==> config.mk <==
export PLATFORM = sky130hd
export DESIGN_NAME = hill_cipher_2x2_decrypt
export DESIGN_NICKNAME = d
export VERILOG_FILES = /design/src/hw/rtl/hcd_pkg.sv /design/src/hw/rtl/hcd_keygen.sv /design/src/hw/rtl/hcd_front.sv /design/src/hw/rtl/hcd_queue.sv /design/src/hw/rtl/hcd_back.sv /design/src/hw/rtl/hill_cipher_2x2_decrypt.sv
export SDC_FILE = /design/constraint.sdc
export NUM_CORES = 2
export LEC_CHECK = 0
export ABC_AREA = 1
export BUFFER_PORTS_ARGS = -buffer_cell sky130_fd_sc_hd__buf_2
export CAP_MARGIN = 10
export CORE_ASPECT_RATIO = 0.9
export CORE_MARGIN = 3
export CORE_UTILIZATION = 35
export CTS_CLUSTER_SIZE = 12
export DETAILED_ROUTE_END_ITERATION = 7
export PLACE_DENSITY = 0.56
export SLEW_MARGIN = 5
export SYNTH_ARGS = -nofsm -noshare
export SYNTH_HDL_FRONTEND = slang
export SYNTH_HIERARCHICAL = 1
export SYNTH_SLANG_ARGS = --single-unit
export TNS_END_PERCENT = 10
==> constraint.sdc <==
create_clock -name clk -period 16.2 [get_ports clk]
set_clock_uncertainty 0.1 [all_clocks]
set_input_delay 2.43 -clock clk [delete_from_list [all_inputs] [get_ports clk]]
set_output_delay 2.43 -clock clk [all_outputs]
set_load 0.01 [all_outputs]
==> src/hw/rtl/hcd_pkg.sv <==
// Shared types, codes and mod-26 helpers for the 2x2 Hill cipher decryptor.
package hcd_pkg;

  localparam int unsigned KEY_W = 5;
  localparam int unsigned SUM_W = 11;
  localparam int unsigned QUEUE_DEPTH = 4;

  localparam logic [1:0] REG_KEY_A = 2'd0;
  localparam logic [1:0] REG_KEY_B = 2'd1;
  localparam logic [1:0] REG_KEY_C = 2'd2;
  localparam logic [1:0] REG_KEY_D = 2'd3;

  localparam logic [1:0] STATUS_OK = 2'd0;
  localparam logic [1:0] STATUS_NON_LETTER = 2'd1;
  localparam logic [1:0] STATUS_KEY_INVALID = 2'd2;

  localparam logic [7:0] CHAR_UPPER_A = 8'd65;
  localparam logic [7:0] CHAR_UPPER_Z = 8'd90;
  localparam logic [7:0] CHAR_LOWER_A = 8'd97;
  localparam logic [7:0] CHAR_LOWER_Z = 8'd122;

  localparam logic [KEY_W-1:0] MODULUS = 5'd26;

  // Multiplicative inverses mod 26; zero marks a determinant with no inverse.
  localparam logic [KEY_W-1:0] INV_TABLE [0:25] = '{
    5'd0, 5'd1, 5'd0, 5'd9, 5'd0, 5'd21, 5'd0, 5'd15, 5'd0, 5'd3, 5'd0, 5'd19, 5'd0,
    5'd0, 5'd0, 5'd7, 5'd0, 5'd23, 5'd0, 5'd11, 5'd0, 5'd5, 5'd0, 5'd17, 5'd0, 5'd25
  };

  typedef enum logic [1:0] {
    JOB_PAIR       = 2'd0,
    JOB_NON_LETTER = 2'd1,
    JOB_KEY_BAD    = 2'd2
  } job_kind_t;

  typedef struct packed {
    logic [7:0] in_byte;
    logic       end_of_message;
  } in_item_t;

  typedef struct packed {
    logic [7:0] out_byte;
    logic [1:0] status;
    logic       last;
  } out_item_t;

  typedef struct packed {
    job_kind_t        kind;
    logic [KEY_W-1:0] p0;
    logic             upper0;
    logic [KEY_W-1:0] p1;
    logic             upper1;
  } job_t;

  typedef struct packed {
    logic [3:0][KEY_W-1:0] inv;
    logic                  valid;
    logic                  busy;
  } key_state_t;

  // x mod 26 for x below 2048: the reciprocal 2521/65536 gives the exact quotient
  // over this range, so no correction step is needed.
  function automatic logic [KEY_W-1:0] mod26(input logic [SUM_W-1:0] x);
    logic [22:0]      prod;
    logic [6:0]       quo;
    logic [SUM_W-1:0] rem;
    prod = 23'(x) * 23'd2521;
    quo = prod[22:16];
    rem = x - (SUM_W'(quo) * SUM_W'(MODULUS));
    return rem[KEY_W-1:0];
  endfunction

  // Reduces a stored 5-bit key value into 0..25.
  function automatic logic [KEY_W-1:0] reduce26(input logic [KEY_W-1:0] v);
    return (v >= MODULUS) ? (v - MODULUS) : v;
  endfunction

endpackage

==> src/hw/rtl/hcd_keygen.sv <==
// Key registers and the pipelined derivation of the inverse key mod 26.
module hcd_keygen (
  input  logic                    clk,
  input  logic                    rst,
  input  logic                    cfg_valid,
  output logic                    cfg_ready,
  input  logic [1:0]              cfg_index,
  input  logic [hcd_pkg::KEY_W-1:0] cfg_data,
  output hcd_pkg::key_state_t     key
);

  localparam int unsigned KEY_LAT = 4;

  logic [hcd_pkg::KEY_W-1:0] key_a, key_b, key_c, key_d;
  logic [KEY_LAT-1:0]        tag;
  logic                      cfg_we;

  // Stage 1: reduced keys and the shifted determinant.
  logic [hcd_pkg::KEY_W-1:0] ar, br, cr, dr;
  logic [hcd_pkg::SUM_W-1:0] det_raw;
  // Stage 2: inverse determinant and adjugate.
  logic [hcd_pkg::KEY_W-1:0] det_inv;
  logic [3:0][hcd_pkg::KEY_W-1:0] adj;
  // Stage 3: adjugate times inverse determinant.
  logic [3:0][hcd_pkg::SUM_W-1:0] prod;
  logic                           prod_ok;

  logic [3:0][hcd_pkg::KEY_W-1:0] inv;
  logic                           inv_valid;

  logic [hcd_pkg::KEY_W-1:0] det;

  assign cfg_ready = 1'b1;
  assign cfg_we = cfg_valid & cfg_ready;

  always_ff @(posedge clk) begin
    if (rst) begin
      key_a <= 5'd1;
      key_b <= 5'd0;
      key_c <= 5'd0;
      key_d <= 5'd1;
    end else if (cfg_we) begin
      unique case (cfg_index)
        hcd_pkg::REG_KEY_A: key_a <= cfg_data;
        hcd_pkg::REG_KEY_B: key_b <= cfg_data;
        hcd_pkg::REG_KEY_C: key_c <= cfg_data;
        hcd_pkg::REG_KEY_D: key_d <= cfg_data;
      endcase
    end
  end

  // A write travels down the tag line alongside its data.
  always_ff @(posedge clk) begin
    if (rst) begin
      tag <= '0;
    end else begin
      tag <= {tag[KEY_LAT-2:0], cfg_we};
    end
  end

  always_ff @(posedge clk) begin
    ar <= hcd_pkg::reduce26(key_a);
    br <= hcd_pkg::reduce26(key_b);
    cr <= hcd_pkg::reduce26(key_c);
    dr <= hcd_pkg::reduce26(key_d);
    // Adding 650 keeps a*d - b*c non-negative without changing it mod 26.
    det_raw <= hcd_pkg::SUM_W'(hcd_pkg::reduce26(key_a)) *
               hcd_pkg::SUM_W'(hcd_pkg::reduce26(key_d)) + 11'd650 -
               hcd_pkg::SUM_W'(hcd_pkg::reduce26(key_b)) *
               hcd_pkg::SUM_W'(hcd_pkg::reduce26(key_c));
  end

  assign det = hcd_pkg::mod26(det_raw);

  always_ff @(posedge clk) begin
    det_inv <= hcd_pkg::INV_TABLE[det];
    adj[0] <= dr;
    adj[1] <= (br == '0) ? '0 : hcd_pkg::MODULUS - br;
    adj[2] <= (cr == '0) ? '0 : hcd_pkg::MODULUS - cr;
    adj[3] <= ar;
  end

  always_ff @(posedge clk) begin
    for (int i = 0; i < 4; i++) begin
      prod[i] <= hcd_pkg::SUM_W'(adj[i]) * hcd_pkg::SUM_W'(det_inv);
    end
    prod_ok <= (det_inv != '0);
  end

  always_ff @(posedge clk) begin
    if (rst) begin
      inv[0] <= 5'd1;
      inv[1] <= 5'd0;
      inv[2] <= 5'd0;
      inv[3] <= 5'd1;
      inv_valid <= 1'b1;
    end else if (tag[KEY_LAT-1]) begin
      inv_valid <= prod_ok;
      if (prod_ok) begin
        for (int i = 0; i < 4; i++) begin
          inv[i] <= hcd_pkg::mod26(prod[i]);
        end
      end
    end
  end

  assign key.inv = inv;
  assign key.valid = inv_valid;
  assign key.busy = cfg_we | (|tag);

endmodule

==> src/hw/rtl/hcd_front.sv <==
// Input side: classifies characters, pairs letters and issues jobs to the queue.
module hcd_front (
  input  logic                clk,
  input  logic                rst,
  input  logic                in_valid,
  output logic                in_ready,
  input  hcd_pkg::in_item_t   in_data,
  input  hcd_pkg::key_state_t key,
  input  logic                q_full,
  output logic                push,
  output hcd_pkg::job_t       job
);

  logic [hcd_pkg::KEY_W-1:0] held_letter;
  logic                      held_upper;
  logic                      held_present;
  logic                      held_present_next;

  logic       accept;
  logic       is_upper;
  logic       is_lower;
  logic [7:0] offset;
  logic [hcd_pkg::KEY_W-1:0] letter;

  assign in_ready = !key.busy && !q_full;
  assign accept = in_valid & in_ready;

  assign is_upper = (in_data.in_byte >= hcd_pkg::CHAR_UPPER_A) &&
                    (in_data.in_byte <= hcd_pkg::CHAR_UPPER_Z);
  assign is_lower = (in_data.in_byte >= hcd_pkg::CHAR_LOWER_A) &&
                    (in_data.in_byte <= hcd_pkg::CHAR_LOWER_Z);
  assign offset = in_data.in_byte - (is_upper ? hcd_pkg::CHAR_UPPER_A : hcd_pkg::CHAR_LOWER_A);
  assign letter = offset[hcd_pkg::KEY_W-1:0];

  always_comb begin
    push = 1'b0;
    held_present_next = held_present;
    job.kind = hcd_pkg::JOB_PAIR;
    job.p0 = held_letter;
    job.upper0 = held_upper;
    job.p1 = letter;
    job.upper1 = is_upper;
    if (accept) begin
      priority if (!is_upper && !is_lower) begin
        push = 1'b1;
        job.kind = hcd_pkg::JOB_NON_LETTER;
      end else if (!key.valid) begin
        push = 1'b1;
        job.kind = hcd_pkg::JOB_KEY_BAD;
        held_present_next = 1'b0;
      end else if (!held_present) begin
        held_present_next = 1'b1;
      end else begin
        push = 1'b1;
        held_present_next = 1'b0;
      end
      // A letter still waiting for its partner dies with the message.
      if (in_data.end_of_message) begin
        held_present_next = 1'b0;
      end
    end
  end

  always_ff @(posedge clk) begin
    if (rst) begin
      held_present <= 1'b0;
    end else begin
      held_present <= held_present_next;
    end
  end

  always_ff @(posedge clk) begin
    if (rst) begin
      held_letter <= '0;
      held_upper <= 1'b0;
    end else if (accept && (is_upper || is_lower) && key.valid && !held_present) begin
      held_letter <= letter;
      held_upper <= is_upper;
    end
  end

endmodule

==> src/hw/rtl/hcd_queue.sv <==
// Short job queue between the front and back parts.
module hcd_queue (
  input  logic          clk,
  input  logic          rst,
  input  logic          push,
  input  hcd_pkg::job_t push_job,
  output logic          full,
  input  logic          pop,
  output logic          empty,
  output hcd_pkg::job_t head
);

  localparam int unsigned PTR_W = $clog2(hcd_pkg::QUEUE_DEPTH);

  hcd_pkg::job_t    slots [hcd_pkg::QUEUE_DEPTH];
  logic [PTR_W-1:0] wr_ptr;
  logic [PTR_W-1:0] rd_ptr;
  logic [PTR_W:0]   count;

  assign full = (count == (PTR_W + 1)'(hcd_pkg::QUEUE_DEPTH));
  assign empty = (count == '0);
  assign head = slots[rd_ptr];

  always_ff @(posedge clk) begin
    if (push && !full) begin
      slots[wr_ptr] <= push_job;
    end
  end

  always_ff @(posedge clk) begin
    if (rst) begin
      wr_ptr <= '0;
      rd_ptr <= '0;
      count <= '0;
    end else begin
      if (push && !full) begin
        wr_ptr <= wr_ptr + 1'b1;
      end
      if (pop && !empty) begin
        rd_ptr <= rd_ptr + 1'b1;
      end
      unique case ({push && !full, pop && !empty})
        2'b10:   count <= count + 1'b1;
        2'b01:   count <= count - 1'b1;
        default: count <= count;
      endcase
    end
  end

endmodule

==> src/hw/rtl/hcd_back.sv <==
// Output side: multiplies letter pairs by the inverse key and emits result words.
module hcd_back (
  input  logic                clk,
  input  logic                rst,
  input  logic                q_empty,
  input  hcd_pkg::job_t       head,
  output logic                pop,
  input  hcd_pkg::key_state_t key,
  output logic                out_valid,
  input  logic                out_ready,
  output hcd_pkg::out_item_t  out_data
);

  logic                      a_valid;
  logic                      a_half;
  hcd_pkg::job_t             a_job;
  logic [hcd_pkg::SUM_W-1:0] a_s0;
  logic [hcd_pkg::SUM_W-1:0] a_s1;

  logic                      load_ok;
  logic                      a_emit;
  logic                      a_done;
  logic                      a_free;
  hcd_pkg::out_item_t        result;
  logic [hcd_pkg::KEY_W-1:0] letter;
  logic                      upper;

  assign load_ok = !out_valid || out_ready;
  assign a_emit = a_valid && load_ok;
  // A pair holds its slot for two output words.
  assign a_done = a_emit && ((a_job.kind != hcd_pkg::JOB_PAIR) || a_half);
  assign a_free = !a_valid || a_done;
  assign pop = !q_empty && a_free;

  always_ff @(posedge clk) begin
    if (rst) begin
      a_valid <= 1'b0;
      a_half <= 1'b0;
    end else if (pop) begin
      a_valid <= 1'b1;
      a_half <= 1'b0;
    end else if (a_done) begin
      a_valid <= 1'b0;
      a_half <= 1'b0;
    end else if (a_emit) begin
      a_half <= 1'b1;
    end
  end

  always_ff @(posedge clk) begin
    if (pop) begin
      a_job <= head;
      a_s0 <= hcd_pkg::SUM_W'(head.p0) * hcd_pkg::SUM_W'(key.inv[0]) +
              hcd_pkg::SUM_W'(head.p1) * hcd_pkg::SUM_W'(key.inv[2]);
      a_s1 <= hcd_pkg::SUM_W'(head.p0) * hcd_pkg::SUM_W'(key.inv[1]) +
              hcd_pkg::SUM_W'(head.p1) * hcd_pkg::SUM_W'(key.inv[3]);
    end
  end

  assign letter = hcd_pkg::mod26(a_half ? a_s1 : a_s0);
  assign upper = a_half ? a_job.upper1 : a_job.upper0;

  always_comb begin
    result.out_byte = '0;
    result.status = hcd_pkg::STATUS_OK;
    result.last = 1'b1;
    unique case (a_job.kind)
      hcd_pkg::JOB_PAIR: begin
        result.out_byte = {3'b000, letter} +
                          (upper ? hcd_pkg::CHAR_UPPER_A : hcd_pkg::CHAR_LOWER_A);
        result.last = a_half;
      end
      hcd_pkg::JOB_NON_LETTER: result.status = hcd_pkg::STATUS_NON_LETTER;
      hcd_pkg::JOB_KEY_BAD:    result.status = hcd_pkg::STATUS_KEY_INVALID;
      default:                 result.status = hcd_pkg::STATUS_KEY_INVALID;
    endcase
  end

  always_ff @(posedge clk) begin
    if (rst) begin
      out_valid <= 1'b0;
    end else if (load_ok) begin
      out_valid <= a_valid;
    end
  end

  always_ff @(posedge clk) begin
    if (a_emit) begin
      out_data <= result;
    end
  end

endmodule

==> src/hw/rtl/hill_cipher_2x2_decrypt.sv <==
// Top level of the 2x2 Hill cipher decryptor, mod 26.
// The block takes one character per clock cycle while in_ready is high and
// gives one result word per cycle while out_ready is high: a non-letter or a
// letter under a non-invertible key yields one word, the first letter of a pair
// yields nothing, and the second yields two words, one per letter of the pair,
// so a stream of letters averages one word per letter. Output is limited to one
// word per cycle by the output register; a four-entry job queue lets the input
// side keep accepting while results wait. An input passes through the queue,
// the back part's job register and the output register. After a key register
// write the inverse key is re-derived in a four-stage pipeline and in_ready is
// low until it is in place; configuration writes are always taken.
module hill_cipher_2x2_decrypt (
  input  logic                     clk,
  input  logic                     rst,
  input  logic                     in_valid,
  output logic                     in_ready,
  input  hcd_pkg::in_item_t        in_data,
  output logic                     out_valid,
  input  logic                     out_ready,
  output hcd_pkg::out_item_t       out_data,
  input  logic                     cfg_valid,
  output logic                     cfg_ready,
  input  logic [1:0]               cfg_index,
  input  logic [hcd_pkg::KEY_W-1:0] cfg_data
);

  hcd_pkg::key_state_t key;
  hcd_pkg::job_t       push_job;
  hcd_pkg::job_t       head;
  logic                push;
  logic                pop;
  logic                q_full;
  logic                q_empty;

  hcd_keygen u_keygen (
    .clk       (clk),
    .rst       (rst),
    .cfg_valid (cfg_valid),
    .cfg_ready (cfg_ready),
    .cfg_index (cfg_index),
    .cfg_data  (cfg_data),
    .key       (key)
  );

  hcd_front u_front (
    .clk      (clk),
    .rst      (rst),
    .in_valid (in_valid),
    .in_ready (in_ready),
    .in_data  (in_data),
    .key      (key),
    .q_full   (q_full),
    .push     (push),
    .job      (push_job)
  );

  hcd_queue u_queue (
    .clk      (clk),
    .rst      (rst),
    .push     (push),
    .push_job (push_job),
    .full     (q_full),
    .pop      (pop),
    .empty    (q_empty),
    .head     (head)
  );

  hcd_back u_back (
    .clk       (clk),
    .rst       (rst),
    .q_empty   (q_empty),
    .head      (head),
    .pop       (pop),
    .key       (key),
    .out_valid (out_valid),
    .out_ready (out_ready),
    .out_data  (out_data)
  );

endmodule
==> out/results.tsv <==
metric	value	unit
synth_nets	4519	
yosysUniqueCellTypes	56	
synth.most_common_cell	inv_1	
rr_worst_depth	38	
place_congestion	0.839	
postRouteAntennaNets	0	
pre_cts_ws	8.58	ns
insertion_delay	0.56	ns
startpoint	u_back/a_half$_SDFFE_PP0P_	
drc	0	
crit_fanout	15	
drt_first_pass_iters	5	
crit_required	16.41	ns
r2r_start	u_back/a_half$_SDFFE_PP0P_	
cpPeakStageDelay	0.57	ns
grt_max_degree	38	
synthTopCellsByCount	inv_1 (928), nand2_1 (656), ha_1 (558), fa_1 (334), nor2_1 (171)	
whs	0.222	ns
synth_area_leaders	ha_1 (23%), fa_1 (22%), inv_1 (11%)	
yosys.area.top_type	ha_1	
crit_slowest_cell	dfxtp_1	
crit_arrival	7.80	ns
path_class	register to register	
rrSetupSlack	8.61	ns
coreArea	86300	um2
ys_warn_count	6	
regToRegEndpoint	u_back/out_data[9]$_SDFFCE_PN0P_	
worst_setup_path_end_kind	register	
synth_flop_cell	dfxtp_1	
cts_sinks	254	
grt_overflow	0	
relSlewSlack	0.254	
ys_seq_area_frac	0.197	
post_cts_resized	0	
fmax	132	MHz
fin_ws	8.61	ns
postCtsHoldBufs	0	
grt_pass1_vias	21900	
netlist_area	30600	um2
hp-class	register to register	
path_common_cell	inv_1	
nNetsFinal	4562	
areaGrowthSynthToFinish	8.65	%
drv_cap	0	
die_y	286	um
avgSynthCellArea	8.48	um2
startpoint_type	register	
timing.final.crit_share	0.469	
hp-start	u_keygen/ar[0]$_DFF_P_	
initial_utilization	0.354	
dieArea	90900	um2
finalSetupTns	0	ns
finalHoldViolations	0	
die_w	317	um
yosys_register_bits	254	
cts_max_level	2	
status	completed	
slew_violations	0	
grt_usage	0.136	
whs_path_depth	0	
synth_edf_count	93	
n_antenna_cell	0	
antenna_found_initial	0	
rsz0062_at_grt	false	
grt_pass1_wl	105	mm
min_to	u_keygen/adj[15]$_DFF_P_	
std_cell_rows	102	
postCtsSetupBuffers	0	
clkTransAtPathRegs	0.06	ns
io_buffer_count	33	
tritoncts	built	
fin_crit	7.59	ns
worst_pin_slew	1.12	ns
root_buffer	clkbuf_16	
drive_gt1_frac	0.0547	
syn_inst	3606	
clockBufferDepth	3	
hpwl	50.4	mm
drt_iter0_drc	893	
vias_per_cell	4.47	
synth_top_area_share	0.228	
wl_per_cell	12.4	um
ios	35	
cts_buffers	34	
totalWireLength	59.9	mm
vias	21600	
synth-async-reset-ratio	0	
setup_viol	0	
layout by cell type, fill, tap and decap left out, types with 23 or more instances in the layout:
| cell | count |
|---|---|
| nor2_1 | 168 |
| fa_1 | 334 |
| nand2_1 | 656 |
| clkbuf_16 | 34 |
| nand2_2 | 24 |
| a21oi_1 | 146 |
| dfxtp_1 | 161 |
| o21ai_0 | 95 |
| o21ai_1 | 23 |
| edfxtp_1 | 93 |
| inv_1 | 928 |
| xor2_1 | 61 |
| ha_1 | 558 |
| nor3_1 | 23 |
| nand3_1 | 107 |
| buf_2 | 33 |
worst max-delay path by stage:
stage               slack, ns                          endpoint
finish                   8.61  u_back/out_data[9]$_SDFFCE_PN0P_
global route             7.94  u_back/out_data[8]$_SDFFCE_PN0P_
CTS                      8.57  u_back/out_data[9]$_SDFFCE_PN0P_
detailed placement       8.58  u_back/out_data[9]$_SDFFCE_PN0P_
global placement         8.67  u_back/out_data[9]$_SDFFCE_PN0P_
floorplan                9.33  u_back/out_data[9]$_SDFFCE_PN0P_
registers in the layout, indices dropped and copies added (netlist names), 4 cells and up, named ones only:
name / flops
u_keygen/key_b: 5
u_keygen/adj: 20
u_keygen/det_raw: 11
u_back/a_s0: 11
u_queue/slots: 56
u_keygen/prod: 40
u_keygen/key_a: 5
u_keygen/key: 20
u_back/a_job: 4
u_keygen/br: 5
u_back/out_data: 11
u_keygen/tag: 4
u_keygen/ar: 5
u_keygen/dr: 5
u_back/a_s1: 11
u_keygen/det_inv: 5
u_keygen/key_d: 5
u_front/held_letter: 5
u_keygen/key_c: 5
u_keygen/cr: 5
per-stage QoR:
stage / std cells / area, um2 / util
after global routing: 4819 / 33200 / 0.385
after CTS: 4819 / 33200 / 0.385
final: 4819 / 33200 / 0.385
after detailed placement: 4757 / 32000 / 0.371
after global placement: 4757 / 32000 / 0.371
after floorplan: 3606 / 30600 / -
kinds of logic (layout without fill, tap and decap cells):
family	count (synthesis)	after routing	synth area share
adder cells (fa/ha/maj)	892	892	0.447
AO/OA/AOI/OAI	334	334	0.0614
buffers and inverters	988	1057	0.124
XOR/XNOR	81	81	0.0232
flip-flops	254	254	0.197
AND/OR/NAND/NOR	1056	1056	0.147
other	1	1	0.000123
layout make-up:
type,instances,area (um2)
fillers,8865,53100
multi-input cells,2364,20800
flip-flops and latches,254,6020
inverters,946,3550
well taps,1144,1430
clock buffers,44,938
repair buffers,49,285
clock inverters,18,223
routing by layer:
metal  GRT usage  routed length, um
met5           0                  0
met4      0.0282                949
met3      0.0131               1430
met2       0.222              26100
met1       0.198              31400
critical path: cells and delay by family, from the launching register on:
kind | cells | cell delay [ns]
xor gates and xnor gates | 1 | 0.17
buffers and inverters | 11 | 0.95
adders and majority gates | 8 | 3.39
AOI/OAI and AO/OA | 6 | 1.14
DFF | 1 | 0.57
and+or+nand+nor | 12 | 1.05
Power is not shown: default switching activity piles up to over one toggle a cycle in this logic, so the estimate is an artifact.
